**src/hdl/isl_pkg.sv**
```systemverilog
`timescale 1ns / 1ps

package isl_pkg;

    // List geometry
    localparam int CAPACITY  = 64;
    localparam int WORD_BITS = 32;

    // Fixed field widths of the channels
    localparam int ACT_W       = 3;
    localparam int POS_W       = 7;
    localparam int VALUE_W     = 32;
    localparam int STATUS_W    = 2;
    localparam int ENTRY_CNT_W = 7;

    // Internal widths
    localparam int CNT_W = $clog2(CAPACITY + 1);
    localparam int CMP_W = (POS_W > CNT_W) ? POS_W : CNT_W;

    typedef logic [WORD_BITS-1:0] t_word;

    typedef enum logic [ACT_W-1:0] {
        ACT_INS_AT     = 3'd0,
        ACT_INS_FIRST  = 3'd1,
        ACT_INS_LAST   = 3'd2,
        ACT_INS_SORTED = 3'd3,
        ACT_POP_AT     = 3'd4,
        ACT_POP_FIRST  = 3'd5,
        ACT_POP_LAST   = 3'd6
    } t_action;

    typedef enum logic [STATUS_W-1:0] {
        ST_OK    = 2'd0,
        ST_FULL  = 2'd1,
        ST_EMPTY = 2'd2,
        ST_RANGE = 2'd3
    } t_status;

    // What a cell loads on the next edge
    typedef enum logic [1:0] {
        CELL_HOLD,
        CELL_LOAD,
        CELL_FROM_BELOW,
        CELL_FROM_ABOVE
    } t_cell_cmd;

    typedef struct packed {
        t_cell_cmd cmd;
        logic      capture;
        logic      desc;
    } t_cell_ctrl;

endpackage

```
**src/hdl/isl_cell.sv**
```systemverilog
`timescale 1ns / 1ps

// One list slot: holds a word, shifts with its neighbors, flags whether
// a sorted insert must land at or below it.
module isl_cell (
    input  logic                i_clk,
    input  isl_pkg::t_cell_ctrl i_ctrl,
    input  isl_pkg::t_word      i_below,
    input  isl_pkg::t_word      i_above,
    input  isl_pkg::t_word      i_new,
    input  isl_pkg::t_word      i_key,
    output isl_pkg::t_word      o_word,
    output logic                o_past
);
    import isl_pkg::*;

    t_word r_word;
    t_word n_word;
    logic  r_past;

    // Next word from the shift command
    always_comb begin
        unique case (i_ctrl.cmd)
            CELL_LOAD:       n_word = i_new;
            CELL_FROM_BELOW: n_word = i_below;
            CELL_FROM_ABOVE: n_word = i_above;
            default:         n_word = r_word;
        endcase
    end

    always_ff @(posedge i_clk) begin
        r_word <= n_word;
    end

    // Key compare, taken when a request is accepted
    always_ff @(posedge i_clk) begin
        if (i_ctrl.capture) begin
            r_past <= i_ctrl.desc ? (r_word < i_key) : (r_word > i_key);
        end
    end

    assign o_word = r_word;
    assign o_past = r_past;

endmodule

```
**config.mk**
```make
export PLATFORM = sky130hd
export DESIGN_NAME = isl_cell
export DESIGN_NICKNAME = d
export VERILOG_FILES = /design/src/hdl/isl_pkg.sv /design/src/hdl/isl_cell.sv
export SDC_FILE = /design/constraint.sdc
export NUM_CORES = 1
export LEC_CHECK = 0
export ABC_CLOCK_PERIOD_IN_PS = 3400
export CORE_UTILIZATION = 40
export CTS_CLUSTER_DIAMETER = 120
export DETAILED_ROUTE_END_ITERATION = 8
export DONT_BUFFER_PORTS = 1
export GPL_ROUTABILITY_DRIVEN = 0
export SLEW_MARGIN = 20
export SYNTH_ARGS = -nofsm -noshare
export SYNTH_HDL_FRONTEND = slang
export SYNTH_SLANG_ARGS = --single-unit
export TNS_END_PERCENT = 10
```
**constraint.sdc**
```tcl
create_clock -name i_clk -period 3.4 [get_ports i_clk]
set_clock_uncertainty 0.05 [all_clocks]
set_input_delay 0.34 -clock i_clk [delete_from_list [all_inputs] [get_ports i_clk]]
set_output_delay 0.34 -clock i_clk [all_outputs]
set_load 0.05 [all_outputs]
```
==> impl_metrics.toml, run 1 <==
[run_status]
status = "complete, no violations"

[floorplanning]
rows = 28
start_util = 0.415
ios = 166
dieArea_um2 = 6460
die_h_um = 80.4
core_um2 = 5920
die_w_um = 80.4

[layout]
fin_cells = 330
final_nets = 420
syn2layout_area_growth_pct = 5.39
antenna_cells = 0
final_cell_mix = "a21oi_1 (46), nor2_1 (35), inv_1 (33), edfxtp_1 (33)"
drive_gt1_frac = 0.0314
layout_commonest_cell = "a21oi_1"

[timing]
timing.fmax_mhz = 383
tightest_slew_ps = 794
slew_headroom = 0.470
setup_violations = 0
period_needed_ps = 2610
rsz0062_at_grt = "false"
hold_slack_ps = 111
fin_tns_setup_ps = 0
final_max_slew_viol_count = 0
post-route-period-util = 0.767
hold_viol_final = 0

[route]
drtIter0Drc = 55
avgViaCountPerCell = 5.47
drc = 0
wl_per_cell_um = 16.3
drt_first_pass_iters = 4
wl_um = 5370
ant_nets = 0
dr_total_vias = 1805

[placed_design]
dpl.cell_count = 323
hpwl_um = 4230
port_buffers = 0

[flow_run]
maxCapViolCount = 0

[power]
p_seq_frac = 0.594
clkPwrFrac = 0.235
p_per_area_nw_per_um2 = 457
p_leak_nw = 1.18
comb_power_share = 0.171
peakVddDrop_v = 0.000242
intPower_uw = 744
switching_share = 0.372
switchingPower_uw = 441

[synthesis]
synth_edf_count = 33
synth.distinct_cells = 24
syn_avg_cell_area_um2 = 9.53
synth_seq_cells = 33
async_flop_share = 0
ys.flop_type = "edfxtp_1"
syn_inst = 258
synthesis.area_um2 = 2460
ys_seq_area_frac = 0.403
syn-num-nets = 423
ys_warn_count = 0

[cts]
clk_path_buf_depth = 2
clk_latency_ps = 290
post-cts-setup-buffers = 0
cts_tree = "done"
cts_resized = 0
cts_made_buffers = 5
cts.htree.levels = 2
cts_hold_buf = 0
cts_root_buffer = "clkbuf_8"
clock-sinks = 33
clk_pin_slew_ps = 70

[global_route]
grt_pass1_vias = 1628
grt_first_pass_wirelength_um = 7510
grt_use_total = 0.158
grt-ovfl-total = 0
grt_max_degree = 66
antenna_found_initial = 0

[worst_hold_path]
hold_depth = 0
hold_start = "i_ctrl[1]"
hold_end = "o_past"
min_path_type = "input port to flop"

[setup_path]
reg2reg_from = "o_word[14]"
worstSetupPathType = "flop to flop"
slowest_stage = "edfxtp_1"
r2r_end = "o_past"
worstSetupEndpointType = "flop"
required_ps = 3380
crit_arrival_ps = 2590
reg2regPathDepth = 7
regToRegSetupSlack_ps = 790
path_cells = "ha_1 -> a21oi_1 -> nand2_1 -> a221o_1 -> a211oi_1 -> o21ai_1 -> mux2_1"
worstPathMaxFanout = 3
start_kind = "flop"
slowest_delay_ps = 620
cell families after synthesis:
group	after synthesis	share of synthesized area
AOI/OAI and AO/OA	58	0.129
and+or+nand+nor	58	0.102
buffers and inverters	44	0.0687
muxes	33	0.135
DFF	33	0.403
adders and majority gates	32	0.163
power by group through the flow:
stage          registers (mW)  logic (mW)  clock network, mW
5_1_grt                 0.709       0.239              0.301
3_3_place_gp            0.712       0.201                  0
2_1_floorplan           0.705       0.177                  0
4_1_cts                 0.705       0.206              0.285
3_5_place_dp            0.713       0.205                  0
6_report                0.703       0.203              0.278
flip-flops by register name (all words and copies together), names as in the netlist:
signal	flops
o_past	1
o_word	32
cells in the mapped netlist (2+ instances only):
cell type,n,area [um2]
a21oi_1,46,230
nor2_1,35,131
edfxtp_1,33,991
inv_1,33,124
ha_1,32,400
mux2i_1,32,320
nand2_1,8,30.0
clkbuf_1,7,26.3
nand4_1,6,37.5
nand3_1,4,20.0
o21ai_0,4,20.0
buf_2,3,15.0
a21o_1,2,15.0
a221o_1,2,20.0
nor4_1,2,12.5
worst max path at each step:
stage                           from  cells past startpoint  slack, ps  endpoint
final                     o_word[14]                      7        790    o_past
after global routing      o_word[15]                      6        600    o_past
after CTS                 o_word[14]                      6        760    o_past
after detailed placement  o_word[14]                      6        780    o_past
after global placement    o_word[14]                      6        750    o_past
after floorplan           o_word[27]                      5        980    o_past
layer usage:
layer	track usage	share of wire	wire, um	vias to the layer above
met5	0	0	0	-
met4	0.0607	0.012	64	0
met3	0.0443	0.076	410	6
met2	0.278	0.50	2690	82
met1	0.180	0.41	2200	802
li1	-	-	-	915
stage by stage:
| step | area (um2) | setup WS (ps) | util | power, mW |
|---|---|---|---|---|
| after CTS | 2590 | 763 | 0.438 | 1.20 |
| after global routing | 2590 | 602 | 0.438 | 1.25 |
| after detailed placement | 2510 | 783 | 0.425 | 0.918 |
| after global placement | 2510 | 755 | 0.425 | 0.913 |
| after floorplan | 2460 | 981 | - | 0.882 |
| final | 2590 | 791 | 0.438 | 1.18 |
worst max-delay path: cells and delay by family (launching register included):
family | cells | cell delay, ps
DFF | 1 | 620
and+or+nand+nor | 1 | 80
muxes | 1 | 320
adders and majority gates | 1 | 410
AOI/OAI and AO/OA | 4 | 880
area by class of cell:
class | instances | area, um2
Clock inverter | 1 | 3.75
Multi-Input combinational cell | 181 | 1300
Clock buffer | 6 | 72.6
Timing Repair Buffer | 1 | 7.51
Tap cell | 75 | 93.8
Inverter | 33 | 124
Sequential cell | 33 | 991
Fill cell | 576 | 3330
Power figures use the tool's default switching activity.
==> inputs of run 2 (changes only) <==
--- a/config.mk
+++ b/config.mk
@@ -5,7 +5,7 @@
 export SDC_FILE = /design/constraint.sdc
 export NUM_CORES = 1
 export LEC_CHECK = 0
-export ABC_CLOCK_PERIOD_IN_PS = 3400
+export ABC_CLOCK_PERIOD_IN_PS = 2600
 export CORE_UTILIZATION = 40
 export CTS_CLUSTER_DIAMETER = 120
 export DETAILED_ROUTE_END_ITERATION = 8
==> constraint.sdc (replaced) <==
create_clock -name i_clk -period 2.6 [get_ports i_clk]
set_clock_uncertainty 0.05 [all_clocks]
set_input_delay 0.26 -clock i_clk [delete_from_list [all_inputs] [get_ports i_clk]]
set_output_delay 0.26 -clock i_clk [all_outputs]
set_load 0.05 [all_outputs]
==> run 2 against run 1 <==
Count of clock-buffer cells in the layout fell by 1. Final area grew 9.2%. Global-route usage up 0.78 points. Largest power group unchanged. Sequential cell count is the same. Clock power rose by 32%. Total power is 38% higher. Combinational power rose to 2.8 times the previous value. Critical path type unchanged. First-iteration DRC count decreased by 29%.
==> impl_metrics.toml, run 2 (synthesis results as in run 1) <==
[run_status]
status = "complete, no violations"

[setup_path]
worstSetupPathType = "flop to flop"
worstSetupEndpointType = "flop"
worstPathMaxFanout = 3
required_ps = 2580
crit_arrival_ps = 2250
start_kind = "flop"

[route]
drt_first_pass_iters = 4
wl_um = 5480
dr_total_vias = 1931
avgViaCountPerCell = 5.33
ant_nets = 0
drtIter0Drc = 39
wl_per_cell_um = 15.1
drc = 0

[placed_design]
placed_cell_area_um2 = 2750
dpl.cell_count = 354
hpwl_um = 4460
port_buffers = 0

[layout]
syn2layout_area_growth_pct = 15.1
multiInputGateArea_um2 = 1300
seqCellArea_um2 = 991
fillers = 584
design_area_um2 = 2830
antenna_cells = 0
postLayoutCoreUtil = 0.478
fin_cells = 362
drive_gt1_frac = 0.139
final_cell_mix = "a21oi_1 (46), nor2_1 (35), inv_1 (33), edfxtp_1 (33)"
final_nets = 451
largest_reg_flops = 32
layout_commonest_cell = "a21oi_1"

[cts]
cts_hold_buf = 0
cts_tree = "done"
clk_pin_slew_ps = 60
cts.htree.levels = 2
clk_path_buf_depth = 2
cts_root_buffer = "clkbuf_8"
cts_made_buffers = 5
cts_resized = 0
clock-sinks = 33
post-cts-setup-buffers = 0
clk_latency_ps = 290

[global_route]
grt_use_total = 0.166
grt_max_degree = 66
grt-ovfl-total = 0
grt_pass1_vias = 1808
antenna_found_initial = 0
grt_first_pass_wirelength_um = 8060

[power]
peakVddDrop_v = 0.000316
p_leak_nw = 1.33
p_per_area_nw_per_um2 = 578

[timing]
period_needed_ps = 2260
tightest_slew_ps = 777
timing.fmax_mhz = 442
hold_viol_final = 0
slew_headroom = 0.482
post-route-period-util = 0.871
final_max_slew_viol_count = 0
fin_tns_setup_ps = 0
setup_violations = 0
hold_slack_ps = 35.0
rsz0062_at_grt = "false"

[floorplanning]
dieArea_um2 = 6460
rows = 28
start_util = 0.415
die_h_um = 80.4
ios = 166
die_w_um = 80.4
core_um2 = 5920

[flow_run]
maxCapViolCount = 0

[worst_hold_path]
min_path_type = "input port to flop"
-- run 2: area by class of cell --
cell class                      count  share of cell area
Multi-Input combinational cell    181               0.459
Sequential cell                    33               0.350
Timing Repair Buffer               32              0.0849
Inverter                           33              0.0438
Tap cell                           75              0.0332
Clock buffer                        5              0.0243
Clock inverter                      3             0.00442
-- run 2: per-layer routing --
layer  vias to the layer above  global-route usage  part of all wire
met5                         -                   0                 0
met4                         0              0.0589            0.0093
met3                         7              0.0364             0.057
met2                        81               0.303              0.51
met1                       863               0.187              0.42
li1                        980                   -                 -
-- run 2: where the power goes --
part           internal, mW  switching [mW]  leakage [nW]  total [mW]
registers             0.662          0.0397         0.332       0.702
logic                 0.199           0.368         0.960       0.566
clock network         0.180           0.187        0.0430       0.367
-- run 2: worst paths after layout --
path         startpoint  cells past startpoint  slack (ps)  endpoint
max          o_word[14]                      7         340    o_past
min           i_ctrl[1]                      0          40    o_past
max reg2reg  o_word[14]                      7         340    o_past
min reg2reg  o_word[31]                      5         950    o_past
-- run 2: critical path: stages, from the launching register on --
cell and delay [ps]:
edfxtp_1 400, ha_1 320, a21oi_1 160, nand2_1 80, a221o_1 340, a211oi_1 240
o21ai_1 110, mux2_1 320
-- run 2: metrics by stage --
| stage | setup WS [ps] | power (mW) |
|---|---|---|
| 2_1_floorplan | 181 | 1.15 |
| 3_3_place_gp | 303 | 1.28 |
| 3_5_place_dp | 308 | 1.29 |
| 4_1_cts | 292 | 1.65 |
| 5_1_grt | 150 | 1.73 |
| 6_report | 337 | 1.63 |
==> inputs of run 3 (changes only) <==
--- a/config.mk
+++ b/config.mk
@@ -11,6 +11,7 @@
 export DETAILED_ROUTE_END_ITERATION = 8
 export DONT_BUFFER_PORTS = 1
 export GPL_ROUTABILITY_DRIVEN = 0
+export GPL_TIMING_DRIVEN = 0
 export SLEW_MARGIN = 20
 export SYNTH_ARGS = -nofsm -noshare
 export SYNTH_HDL_FRONTEND = slang
==> run 3 against run 2 <==
Setup slack worse by 260 ps. Combinational power fell by 41%. Final cell count shrank 5.0%. Utilization fell by 0.13 points. Non-clock buffer count decreased by 18. Count of clock-buffer cells in the layout unchanged. Critical path type unchanged. Sequential power rose by 34%. Final area is 0.27% lower. Sequential share of layout area up 0.093 points. Clock power about the same. Die area is the same. Register-to-register slack got worse by 260 ps.
==> impl_metrics.toml, run 3 (synthesis results as in run 1) <==
[global_route]
grt-ovfl-total = 0
antenna_found_initial = 0
grt_pass1_vias = 1810
grt_use_total = 0.186
grt_max_degree = 33
grt_first_pass_wirelength_um = 8710

[layout]
design_area_um2 = 2820
multiInputGateArea_um2 = 1460
seqCellArea_um2 = 991
layout_commonest_cell = "a21oi_1"
drive_gt1_frac = 0.108
syn2layout_area_growth_pct = 14.8
final_cell_mix = "a21oi_1 (46), nor2_1 (35), inv_1 (33), edfxtp_1 (33), mux2i_1 (32)"
final_nets = 433
antenna_cells = 0
largest_reg_flops = 32
fillers = 559

[setup_path]
reg2regPathDepth = 7
worstSetupEndpointType = "flop"
required_ps = 2580
worstPathMaxFanout = 3
r2r_end = "o_past"
regToRegSetupSlack_ps = 70
worstSetupPathType = "flop to flop"
start_kind = "flop"
reg2reg_from = "o_word[30]"
startpoint = "o_word[30]"
crit_arrival_ps = 2500

[cts]
cts_hold_buf = 0
cts_made_buffers = 5
cts_root_buffer = "clkbuf_8"
clk_latency_ps = 290
cts_tree = "done"
clk_path_buf_depth = 2
clk_pin_slew_ps = 70
clock-sinks = 33
cts.htree.levels = 2

[worst_hold_path]
min_path_type = "input port to flop"
hold_end = "o_past"
hold_depth = 0
hold_start = "i_ctrl[1]"

[route]
wl_per_cell_um = 17.6
avgViaCountPerCell = 5.60
drt_first_pass_iters = 4
dr_total_vias = 1928
drc = 0
drtIter0Drc = 54
wl_met1_um = 2450
wl_um = 6050
ant_nets = 0
dr.max_layer_used = "met4"
met3WireLength_um = 404
met2_length_um = 3140

[power]
p_per_area_nw_per_um2 = 580
p_seq_frac = 0.573
switchingPower_uw = 636
peakVddDrop_v = 0.000265
switching_share = 0.389
comb_power_share = 0.204
clkPwrFrac = 0.223
p_leak_nw = 1.23
intPower_mw = 1.00

[placed_design]
port_buffers = 0
pre_cts_ws_ps = -52.1
hpwl_um = 4820
placed_cell_area_um2 = 2550

[floorplanning]
die_h_um = 80.4
rows = 28
ios = 166
start_util = 0.415
dieArea_um2 = 6460
core_um2 = 5920
die_w_um = 80.4

[timing]
final_max_slew_viol_count = 0
tightest_slew_ps = 775
slew_headroom = 0.483
setup_violations = 0
hold_viol_final = 0
period_needed_ps = 2530
timing.fmax_mhz = 396
hold_slack_ps = 37.5
worst_slack_ps = 74.3
fin_tns_setup_ps = 0
post-route-period-util = 0.971

[flow_run]
maxCapViolCount = 0

[run_status]
status = "complete, no violations"
-- run 3: cell count changes in the layout (fill, tap and decap cells not counted), moves of 3 or more --
cell	before	now
clkbuf_1	0	7
ha_1	32	21
ha_4	0	11
buf_4	32	3
buf_2	0	3
-- run 3: repair_timing --
item,CTS,global route
buffers inserted,0,3
resized for setup,6,10
pin swaps,1,8
endpoints found under the setup margin,1,1
-- run 3: worst max-delay path by stage --
| stage | end | depth (start not counted) |
|---|---|---|
| after detailed placement | o_past | 6 |
| final | o_past | 7 |
| after global placement | o_past | 7 |
| after CTS | o_past | 5 |
| after global routing | o_past | 7 |
| after floorplan | o_past | 5 |
-- run 3: layout make-up --
cell class | count | area share
multi-input cells | 181 | 0.519
flip-flops and latches | 33 | 0.351
inverters | 33 | 0.0439
well taps | 75 | 0.0333
clock buffers | 5 | 0.0244
plain buffers | 11 | 0.0160
repair buffers | 3 | 0.00798
clock inverters | 3 | 0.00443
-- run 3: critical path, cell delays in order, from the launching register on --
cell      delay, ps
edfxtp_1        720
ha_4            300
a21oi_1         140
nand2_1          70
a221o_1         350
a211oi_2        240
o21ai_2          80
mux2_1          320
-- run 3: power groups by stage --
stage               registers, mW  clock network [mW]  logic [mW]
floorplan                   0.922                   0       0.231
global placement            0.939                   0       0.287
detailed placement          0.942                   0       0.297
CTS                         0.933               0.379       0.313
global route                0.945               0.399       0.390
finish                      0.938               0.365       0.334
-- run 3: per-stage QoR --
step | util | std cells | total power [mW]
5_1_grt | 0.477 | 344 | 1.73
3_5_place_dp | 0.431 | 333 | 1.24
3_3_place_gp | 0.431 | 333 | 1.23
6_report | 0.477 | 344 | 1.64
2_1_floorplan | - | 258 | 1.15
4_1_cts | 0.455 | 341 | 1.63
-- run 3: layer usage --
metal  vias up  track usage
met5         -            0
met4         0       0.0429
met3         5       0.0511
met2        80        0.341
met1       902        0.212
li1        941            -
